`src/rtl/qau_pkg.sv`:
```
// Shared constants, types and fixed-point helpers for the quaternion ALU.
// No dependencies; every other rtl file imports this package.
`default_nettype none

package qau_pkg;

    // Number format: signed Q8.24 words
    localparam int WORD_BITS = 32;
    localparam int FRAC_BITS = 24;
    localparam int MAG_BITS  = 31;
    localparam int OP_BITS   = 4;

    // Internal widths
    localparam int PROD_BITS = 2 * WORD_BITS;          // one full product
    localparam int ACC_BITS  = PROD_BITS + 2;          // sum of four products
    localparam int SQ_BITS   = PROD_BITS + 1;          // sum of four squares
    localparam int ROOT_BITS = WORD_BITS + 1;          // floor sqrt of SQ_BITS value
    localparam int QUO_BITS  = WORD_BITS;              // quotient bits kept
    localparam int DEN_BITS  = SQ_BITS;                // widest divisor
    localparam int REM_BITS  = DEN_BITS + QUO_BITS;    // partial remainder

    // Pipeline depths
    localparam int FRONT_LAT = 4;
    localparam int DIV_LAT   = QUO_BITS + 2;
    localparam int DLY_LEN   = ROOT_BITS + DIV_LAT;
    localparam int LATENCY   = FRONT_LAT + DLY_LEN + 1;

    typedef logic [WORD_BITS-1:0]      t_word;
    typedef logic [3:0][WORD_BITS-1:0] t_quat;

    localparam t_word WORD_MAX = {1'b0, {(WORD_BITS-1){1'b1}}};
    localparam t_word WORD_MIN = {1'b1, {(WORD_BITS-1){1'b0}}};
    localparam logic [MAG_BITS-1:0] MAG_MAX = '1;
    localparam logic signed [ACC_BITS-1:0] ROUND_HALF = ACC_BITS'(1) << (FRAC_BITS - 1);

    typedef enum logic [OP_BITS-1:0] {
        OP_CONJ      = 4'd0,
        OP_NORM      = 4'd1,
        OP_NORMALIZE = 4'd2,
        OP_INVERSE   = 4'd3,
        OP_SCALE     = 4'd4,
        OP_ADD       = 4'd5,
        OP_SUB       = 4'd6,
        OP_PRODUCT   = 4'd7,
        OP_EQUAL     = 4'd8,
        OP_NEAR      = 4'd9
    } t_op;

    // Item state that does not need the root or the divider
    typedef struct packed {
        logic [OP_BITS-1:0] op;
        t_quat              r;
        logic               match;
        t_quat              p;
    } t_early;

    // Item state produced at the root stage
    typedef struct packed {
        logic [MAG_BITS-1:0] mag;
        logic                dbz;
    } t_post;

    // Sign-extend a word to accumulator width
    function automatic logic signed [ACC_BITS-1:0] sx(input t_word a);
        return $signed({{(ACC_BITS-WORD_BITS){a[WORD_BITS-1]}}, a});
    endfunction

    // Sign-extend a product to accumulator width
    function automatic logic signed [ACC_BITS-1:0] sx_prod(
        input logic [PROD_BITS-1:0] a);
        return $signed({{(ACC_BITS-PROD_BITS){a[PROD_BITS-1]}}, a});
    endfunction

    // Clamp an accumulator value to the signed word range
    function automatic t_word sat_word(input logic signed [ACC_BITS-1:0] v);
        logic [ACC_BITS-WORD_BITS:0] hi;
        hi = v[ACC_BITS-1:WORD_BITS-1];
        if (&hi || ~|hi) begin
            return v[WORD_BITS-1:0];
        end else if (v[ACC_BITS-1]) begin
            return WORD_MIN;
        end else begin
            return WORD_MAX;
        end
    endfunction

    // Drop the fraction bits, ties toward plus infinity, then clamp
    function automatic t_word round_sat(input logic signed [ACC_BITS-1:0] v);
        logic signed [ACC_BITS-1:0] t;
        t = v + ROUND_HALF;
        return sat_word(t >>> FRAC_BITS);
    endfunction

endpackage

`default_nettype wire

```
`src/rtl/qau_sqrt.sv`:
```
// Pipelined integer square root, one result bit per register stage.
// Carries the radicand along. Depends on qau_pkg.
`default_nettype none

module qau_sqrt import qau_pkg::*; (
    input  wire logic                 i_clk,
    input  wire logic                 i_rst_n,
    input  wire logic                 i_vld,
    input  wire logic [SQ_BITS-1:0]   i_sumsq,
    output logic                      o_vld,
    output logic [ROOT_BITS-1:0]      o_root,
    output logic [SQ_BITS-1:0]        o_sumsq
);

    localparam int RMW = SQ_BITS + 2;

    logic                 s_vld  [0:ROOT_BITS];
    logic [RMW-1:0]       s_rem  [0:ROOT_BITS];
    logic [ROOT_BITS-1:0] s_root [0:ROOT_BITS];
    logic [SQ_BITS-1:0]   s_sum  [0:ROOT_BITS];

    assign s_vld[0]  = i_vld;
    assign s_rem[0]  = RMW'(i_sumsq);
    assign s_root[0] = '0;
    assign s_sum[0]  = i_sumsq;

    // Stage k decides root bit B; rem holds radicand minus root squared
    for (genvar k = 0; k < ROOT_BITS; k++) begin : g_stage
        localparam int B = ROOT_BITS - 1 - k;
        logic                 r_vld;
        logic [RMW-1:0]       r_rem;
        logic [ROOT_BITS-1:0] r_root;
        logic [SQ_BITS-1:0]   r_sum;
        logic [RMW-1:0]       w_trial;
        logic                 w_take;

        // (root + 2^B)^2 - root^2 = root*2^(B+1) + 2^(2B)
        assign w_trial = (RMW'(s_root[k]) << (B + 1)) | (RMW'(1) << (2 * B));
        assign w_take  = (s_rem[k] >= w_trial);

        always_ff @(posedge i_clk) begin
            if (!i_rst_n) begin
                r_vld <= 1'b0;
            end else begin
                r_vld <= s_vld[k];
            end
        end

        always_ff @(posedge i_clk) begin
            r_rem  <= w_take ? (s_rem[k] - w_trial) : s_rem[k];
            r_root <= w_take ? (s_root[k] | (ROOT_BITS'(1) << B)) : s_root[k];
            r_sum  <= s_sum[k];
        end

        assign s_vld[k+1]  = r_vld;
        assign s_rem[k+1]  = r_rem;
        assign s_root[k+1] = r_root;
        assign s_sum[k+1]  = r_sum;
    end

    assign o_vld   = s_vld[ROOT_BITS];
    assign o_root  = s_root[ROOT_BITS];
    assign o_sumsq = s_sum[ROOT_BITS];

endmodule

`default_nettype wire

```
`config.mk`:
```
export PLATFORM = sky130hd
export DESIGN_NAME = qau_sqrt
export DESIGN_NICKNAME = d
export VERILOG_FILES = /design/src/rtl/qau_pkg.sv /design/src/rtl/qau_sqrt.sv
export SDC_FILE = /design/constraint.sdc
export NUM_CORES = 2
export LEC_CHECK = 0
export ABC_CLOCK_PERIOD_IN_PS = 8140
export BUFFER_PORTS_ARGS = -buffer_cell sky130_fd_sc_hd__buf_2
export CAP_MARGIN = 0
export CORE_MARGIN = 4
export CORE_UTILIZATION = 47
export CTS_CLUSTER_SIZE = 20
export DETAILED_ROUTE_END_ITERATION = 7
export GPL_TIMING_DRIVEN = 0
export PLACE_DENSITY_LB_ADDON = 0.25
export SYNTH_ARGS = -nofsm -noshare
export SYNTH_HDL_FRONTEND = slang
export SYNTH_SLANG_ARGS = --single-unit
```
`constraint.sdc`:
```
create_clock -name i_clk -period 8.14 [get_ports i_clk]
set_input_delay 0.814 -clock i_clk [delete_from_list [all_inputs] [get_ports i_clk]]
set_output_delay 0.814 -clock i_clk [all_outputs]
set_load 0.02 [all_outputs]
```
* After elaboration in Yosys (flattened, before gate mapping)
Index checks and enable logic that the tools add are counted.
** Word-level totals
- Word-level logic and storage cells :: 262
- Flip-flop bits (word level) :: 5410
- Output and inout bits :: 99
- Bits of input ports :: 68
** Cells by class
- Add/subtract/negate cells :: 32
- $lt $le $gt $ge :: 33
- Multiplexer cells :: 33
** Operator list (count)
- $mux W67 :: 31
- $ge A67 B34 Y1 :: 1
- $ge A67 B35 Y1 :: 1
- $ge A67 B36 Y1 :: 1
- $ge A67 B37 Y1 :: 1
- $ge A67 B38 Y1 :: 1
- $ge A67 B39 Y1 :: 1
- $ge A67 B40 Y1 :: 1
- $ge A67 B41 Y1 :: 1
- $ge A67 B42 Y1 :: 1
- $ge A67 B43 Y1 :: 1
- $ge A67 B44 Y1 :: 1
- $ge A67 B45 Y1 :: 1
- $ge A67 B46 Y1 :: 1
- $ge A67 B47 Y1 :: 1
- $ge A67 B48 Y1 :: 1
- $ge A67 B49 Y1 :: 1
- $ge A67 B50 Y1 :: 1
- $ge A67 B51 Y1 :: 1
- $ge A67 B52 Y1 :: 1
- $ge A67 B53 Y1 :: 1
- $ge A67 B54 Y1 :: 1
- $ge A67 B55 Y1 :: 1
- $ge A67 B56 Y1 :: 1
- other kinds (44) :: 44

* Longest topological paths before layout
- Word-level depth :: 2
- Depth in mapped cells :: 16
- Mapped depth without buffers :: 13

* Least setup slack after synthesis
OpenSTA, ideal clock, no wires.
- Path kind :: register -> register
- From :: register g_stage[30].r_rem[40]
- To :: register g_stage[31].r_rem[48]
- Cell stages (with the launch flop) :: 15
- Data arrival time :: 4.032 ns
- Setup time :: 0.121 ns
- Clock period less this slack :: 4.153 ns
- Path slack :: 3.987 ns
- Required time :: 8.019 ns
- Path buffers :: 4
- Cell sequence :: dfxtp_1 or4_4 or4_1 buf_2 or4_4 a2111o_1 or4_1 or4_1 buf_2 nand2_4 or4b_2 buf_6 buf_6 nor2_1 xor2_1
** On the way
- Longest elaborated chain between the ends :: 2
- Elaborated cells on any way between the ends :: 3
- Those cells by class :: add/sub (1); order compare (1); mux (1)
** Ends and longest elaborated chain
- start, declared :: line qau_sqrt.sv:31 : logic [RMW-1:0] r_rem;
- start signal, assigned :: line qau_sqrt.sv:50 : r_rem <= w_take ? (s_rem[k] - w_trial) : s_rem[k];
- $sub A67 B35 Y67 or $ge A67 B35 Y1 (tied branches) :: line qau_sqrt.sv:50, qau_sqrt.sv:39
- $mux W67 * :: line qau_sqrt.sv:50
- end signal, assigned :: line qau_sqrt.sv:50
- end, declared :: line qau_sqrt.sv:31
Every way passes the cells marked *; elsewhere a longest branch is shown, timed or not.
A chain may end at the register's enable or synchronous reset.

* Worst setup path after layout
- From :: register g_stage[30].r_root[16]
- To :: register g_stage[31].r_rem[52]
** On the way
- Longest elaborated chain between the ends :: 2
- Elaborated cells on any way between the ends :: 3
- Those cells by class :: add/sub (1); order compare (1); mux (1)
** Ends and longest elaborated chain
- start, declared :: line qau_sqrt.sv:32 : logic [ROOT_BITS-1:0] r_root;
- start signal, assigned :: line qau_sqrt.sv:51 : r_root <= w_take ? (s_root[k] | (ROOT_BITS'(1) << B)) : s_root[k];
- $sub A67 B35 Y67 or $ge A67 B35 Y1 (tied branches) :: line qau_sqrt.sv:50, qau_sqrt.sv:39
- $mux W67 * :: line qau_sqrt.sv:50
Marked as above.

==> results.md <==
Critical path:
- The startpoint of the worst register-to-register path is g_stage[30].r_root[16].
- Walking the worst path, the cells encountered are inv_1, ha_1, clkbuf_1, nand4_1, nor3_1, nor3b_1, o31ai_1, a211oi_1, or4_1, buf_2, nand2_4, or4b_2, buf_6, buf_6, o41ai_1, o21ai_0.
- The class of the most critical setup path is reg2reg.
- The worst-path maximum fanout is 10.
- The kind of start point of the critical path is a flop.
- The worst endpoint data arrival time is 6210 ps.
- The worst setup path is captured at a flop.
- The required time of the critical path is 8900 ps.
- Measured in cells, the most critical reg-to-reg path has a length of 16.
- The most numerous cell type found on the critical path is buf_6.
- The slowest cell on the critical path is nor3b_1.
- The critical path starts at g_stage[30].r_root[16].
- In this run the critical register-to-register path is captured at g_stage[31].r_rem[52].
- The largest stage delay on the critical path is 650 ps.
- For flop-to-flop paths, the worst setup slack is 2690 ps.

STA:
- The final number of max-transition violations was 0.
- Setup violations remaining at the end of the flow were counted as 0.
- Across the routed clock network, the largest skew measured is 88.5 ps.
- For the finished layout, the period the worst path requires is 5450 ps.
- For the pin with the worst max-slew slack, the measured transition is 1350 ps.
- The worst hold-check slack is 146 ps.
- The post-layout worst setup margin is 2690 ps.
- The hold violation total from the final report is 0.
- The worst-case headroom to the max-slew limit is 0.0910.
- The final total negative setup slack is 0 ps.
- Setup repair after global routing left no endpoint under its margin.
- Timing would allow up to 0.183 GHz.
- The share of the clock period used by the worst path after layout is 0.670.

GRT:
- The met2 global-route usage is 0.396.
- The number of antenna violations at the first check in global routing is 14.
- The global-route wire length before repair is 480000 µm.
- The peak-usage layer in the global routing report is met2.
- For this run, global-route usage on met3 was measured as 0.0288.
- The global route total overflow is 0.
- The pin count of the biggest net entering global routing is 20.
- The total routing resource utilization after global routing is 0.223.
- The routing usage on met1 is 0.274.
- The number of global-route vias before repair is 83200.

Cells and area:
- The area added between synthesis and finish is 15.2%.
- The total number of nets in the final design is 12700.
- The post-route cell area is 0.144 mm².
- The total of fill cells in the finished design is 22700.
- Of the cells placed in the final design, the portion with a size suffix greater than 1 is 0.0781.

Clocking:
- The longest clock path from root to sink contains 4 buffers.
- In this run the post-CTS setup repair buffer count came out at 0.
- Clock-pin slew was measured on the worst setup and hold paths at 60 ps.
- The later pin in the worst-skew pair is clocked with a latency of 950 ps.
- The root buffer cell chosen for the clock tree is clkbuf_16.
- In this run the number of H-tree levels came out at 5.
- The number of CTS-inserted buffers is 373.
- The number of sinks driven by the clock tree is 3826.
- After clock tree synthesis, the flow added hold-fix buffers numbering 65.
- The number of resized instances in the post-cts repair step is 0.
- The TritonCTS clock tree is done.

Route:
- Detailed routing inserted a total of 81600 vias.
- In the routed layout, each cell is associated on average with a via count of 5.12.
- The detailed-route wire length per cell is 19.7 µm.
- Wires add up to 314000 µm.
- The initial DRC count is 5057.
- The post-detailed-route DRC marker count is 0.
- The count of nets left with antenna violations after detail routing is 0.
- Before antenna repair, the detailed router went through 6 iterations.

Logic synthesis:
- Of all cell types, the one taking the most synthesized area is dfxtp_1.
- The number of synthesized flops with an enable pin is 0.
- The area of the mapped netlist is 0.125 mm².
- Sorting the synthesized cells by how often they occur yields dfxtp_1 (3826), inv_1 (742), nor2_1 (692).
- The dominant combinational cell family by area after synthesis is simple AND/OR/NAND/NOR gates.
- Of the total synthesized cell area, the portion taken by XOR and XNOR cells is 0.0691.
- In the post-synthesis netlist, the biggest area contributors are dfxtp_1 (61%), ha_1 (5.9%), xnor2_1 (3.8%).
- A synthesized cell averages 10.9 µm².
- The synthesis warning total is 0.
- The post-synthesis adder-cell area fraction is 0.0590.
- In this run, synthesis produced a sequential element count of 3826.
- Measured against the total synthesized area, the mux share comes to 0.00862.
- The most used flip-flop cell after synthesis is dfxtp_1.
- The compound-gate portion of the synthesized area came to 0.0947.
- The proportion of register bits with asynchronous set or reset after synthesis is 0.
- The area share of the leading cell type in the synthesized netlist is 0.613.
- The fraction of the yosys area taken by sequential cells is 0.613.
- The most common cell in the synthesized netlist is dfxtp_1.
- After technology mapping, the gate count stands at 11500.
- Of the total synthesized cell area, the portion taken by AND, OR, NAND and NOR gates is 0.127.
- Synthesis instantiated 82 different standard cells from the library.

Die:
- The core region is 0.265 mm².
- The full die area is 0.274 mm².
- The effective utilization at floorplan is 0.472.
- The initialized floorplan defines 189 standard-cell rows.
- For this design the top-level I/O count stands at 167.
- The die is 524 µm wide.
- The height of the die is 524 µm.

Place:
- The number of I/O port buffers is 166.
- OpenSTA, run right after detailed placement, puts the worst setup slack at 2790 ps.
- The final RePlAce weighted congestion is 0.943.
- The placed cell area is 0.130 mm².
- After legalization and detailed placement, the total HPWL measured 244000 µm.

Worst hold path:
- The worst hold path was traced through 2 stages.
- The capture endpoint of the worst hold path is g_stage[0].r_vld.
- The worst hold path belongs to the class in2reg.
- The worst min-delay path startpoint is i_vld.

Power:
- Total power for the finished layout comes to 50.4 mW.
- The static leakage power is 64.7 nW.
- The power per cell area is 350 mW/mm².
- The highest ir drop seen on vdd is 279 µV.

Flow run:
- Max-cap violations in this run came to 0.

Outcome:
- The flow ran to the end, and the final reports show no timing, DRC or antenna violations.
-- critical path: cells and delay by family, from the launching register on --
family	cells	cell delay (ps)
adders and majority gates	1	260
buffers and inverters	5	1120
AOI/OAI and AO/OA	4	1480
and+or+nand+nor	6	2090
DFF	1	350
-- cell usage in the layout (no fill, tap or decap), types with 90 or more instances in the layout --
| cell | count |
|---|---|
| xor2_1 | 437 |
| xnor2_1 | 549 |
| nand3_1 | 173 |
| ha_1 | 590 |
| nor3_1 | 278 |
| o21ai_0 | 449 |
| o21a_1 | 90 |
| dfxtp_1 | 3826 |
| clkbuf_1 | 258 |
| clkbuf_16 | 375 |
| a21o_1 | 271 |
| inv_1 | 742 |
| nand2_1 | 688 |
| nand4_1 | 173 |
| nor4_1 | 349 |
| nand2b_1 | 112 |
| or3_1 | 105 |
| nor2_1 | 692 |
| a21oi_1 | 649 |
| buf_2 | 173 |
-- flip-flops by register name, indices dropped and copies added, names as in the netlist --
name / count
o_vld: 1
g_stage.r_root: 528
g_stage.r_rem: 1133
o_root: 33
g_stage.r_sum: 2034
g_stage.r_vld: 32
o_sumsq: 65
-- where the power goes --
| group | switching (mW) | internal [mW] |
|---|---|---|
| combinational | 4.57 | 3.50 |
| sequential | 2.69 | 21.8 |
| clock | 7.27 | 10.6 |
| total | 14.5 | 35.9 |
-- through the flow --
step | util | instances
after floorplan | - | 11500
after global placement | 0.492 | 15200
after detailed placement | 0.492 | 15200
after CTS | 0.544 | 15900
after global routing | 0.544 | 15900
final | 0.544 | 15900
-- layer usage --
layer | wire [µm] | up-vias
met5 | 101 | -
met4 | 13900 | 4
met3 | 12800 | 662
met2 | 153000 | 1812
met1 | 134000 | 38500
li1 | - | 40700
-- cells by family after synthesis --
logic type / Yosys count
adders and majority gates: 590
AOI/OAI and AO/OA: 1915
xor gates and xnor gates: 986
buffers and inverters: 960
muxes: 97
DFF: 3826
other: 1
and+or+nand+nor: 3089
-- area by class of cell --
class | count | area (µm²) | share of cell area
repair buffers | 236 | 1510 | 0.0105
inverters | 744 | 2790 | 0.0194
flip-flops and latches | 3826 | 76600 | 0.532
clock inverters | 176 | 2500 | 0.0173
plain buffers | 216 | 832 | 0.00577
multi-input cells | 6679 | 44900 | 0.311
well taps | 3533 | 4420 | 0.0307
clock buffers | 513 | 10600 | 0.0735
diodes | 4 | 10.0 | 0.0000695
-- worst max path at each step --
stage | slack (ps) | cells past startpoint | endpoint
detailed placement | 2790 | 10 | g_stage[26].r_rem[38]
global route | 2620 | 16 | g_stage[31].r_rem[52]
finish | 2690 | 16 | g_stage[31].r_rem[52]
floorplan | 3990 | 14 | g_stage[31].r_rem[48]
global placement | 1780 | 12 | g_stage[18].r_rem[46]
CTS | 2750 | 16 | g_stage[31].r_rem[52]
(Power assumes the default switching activity.)
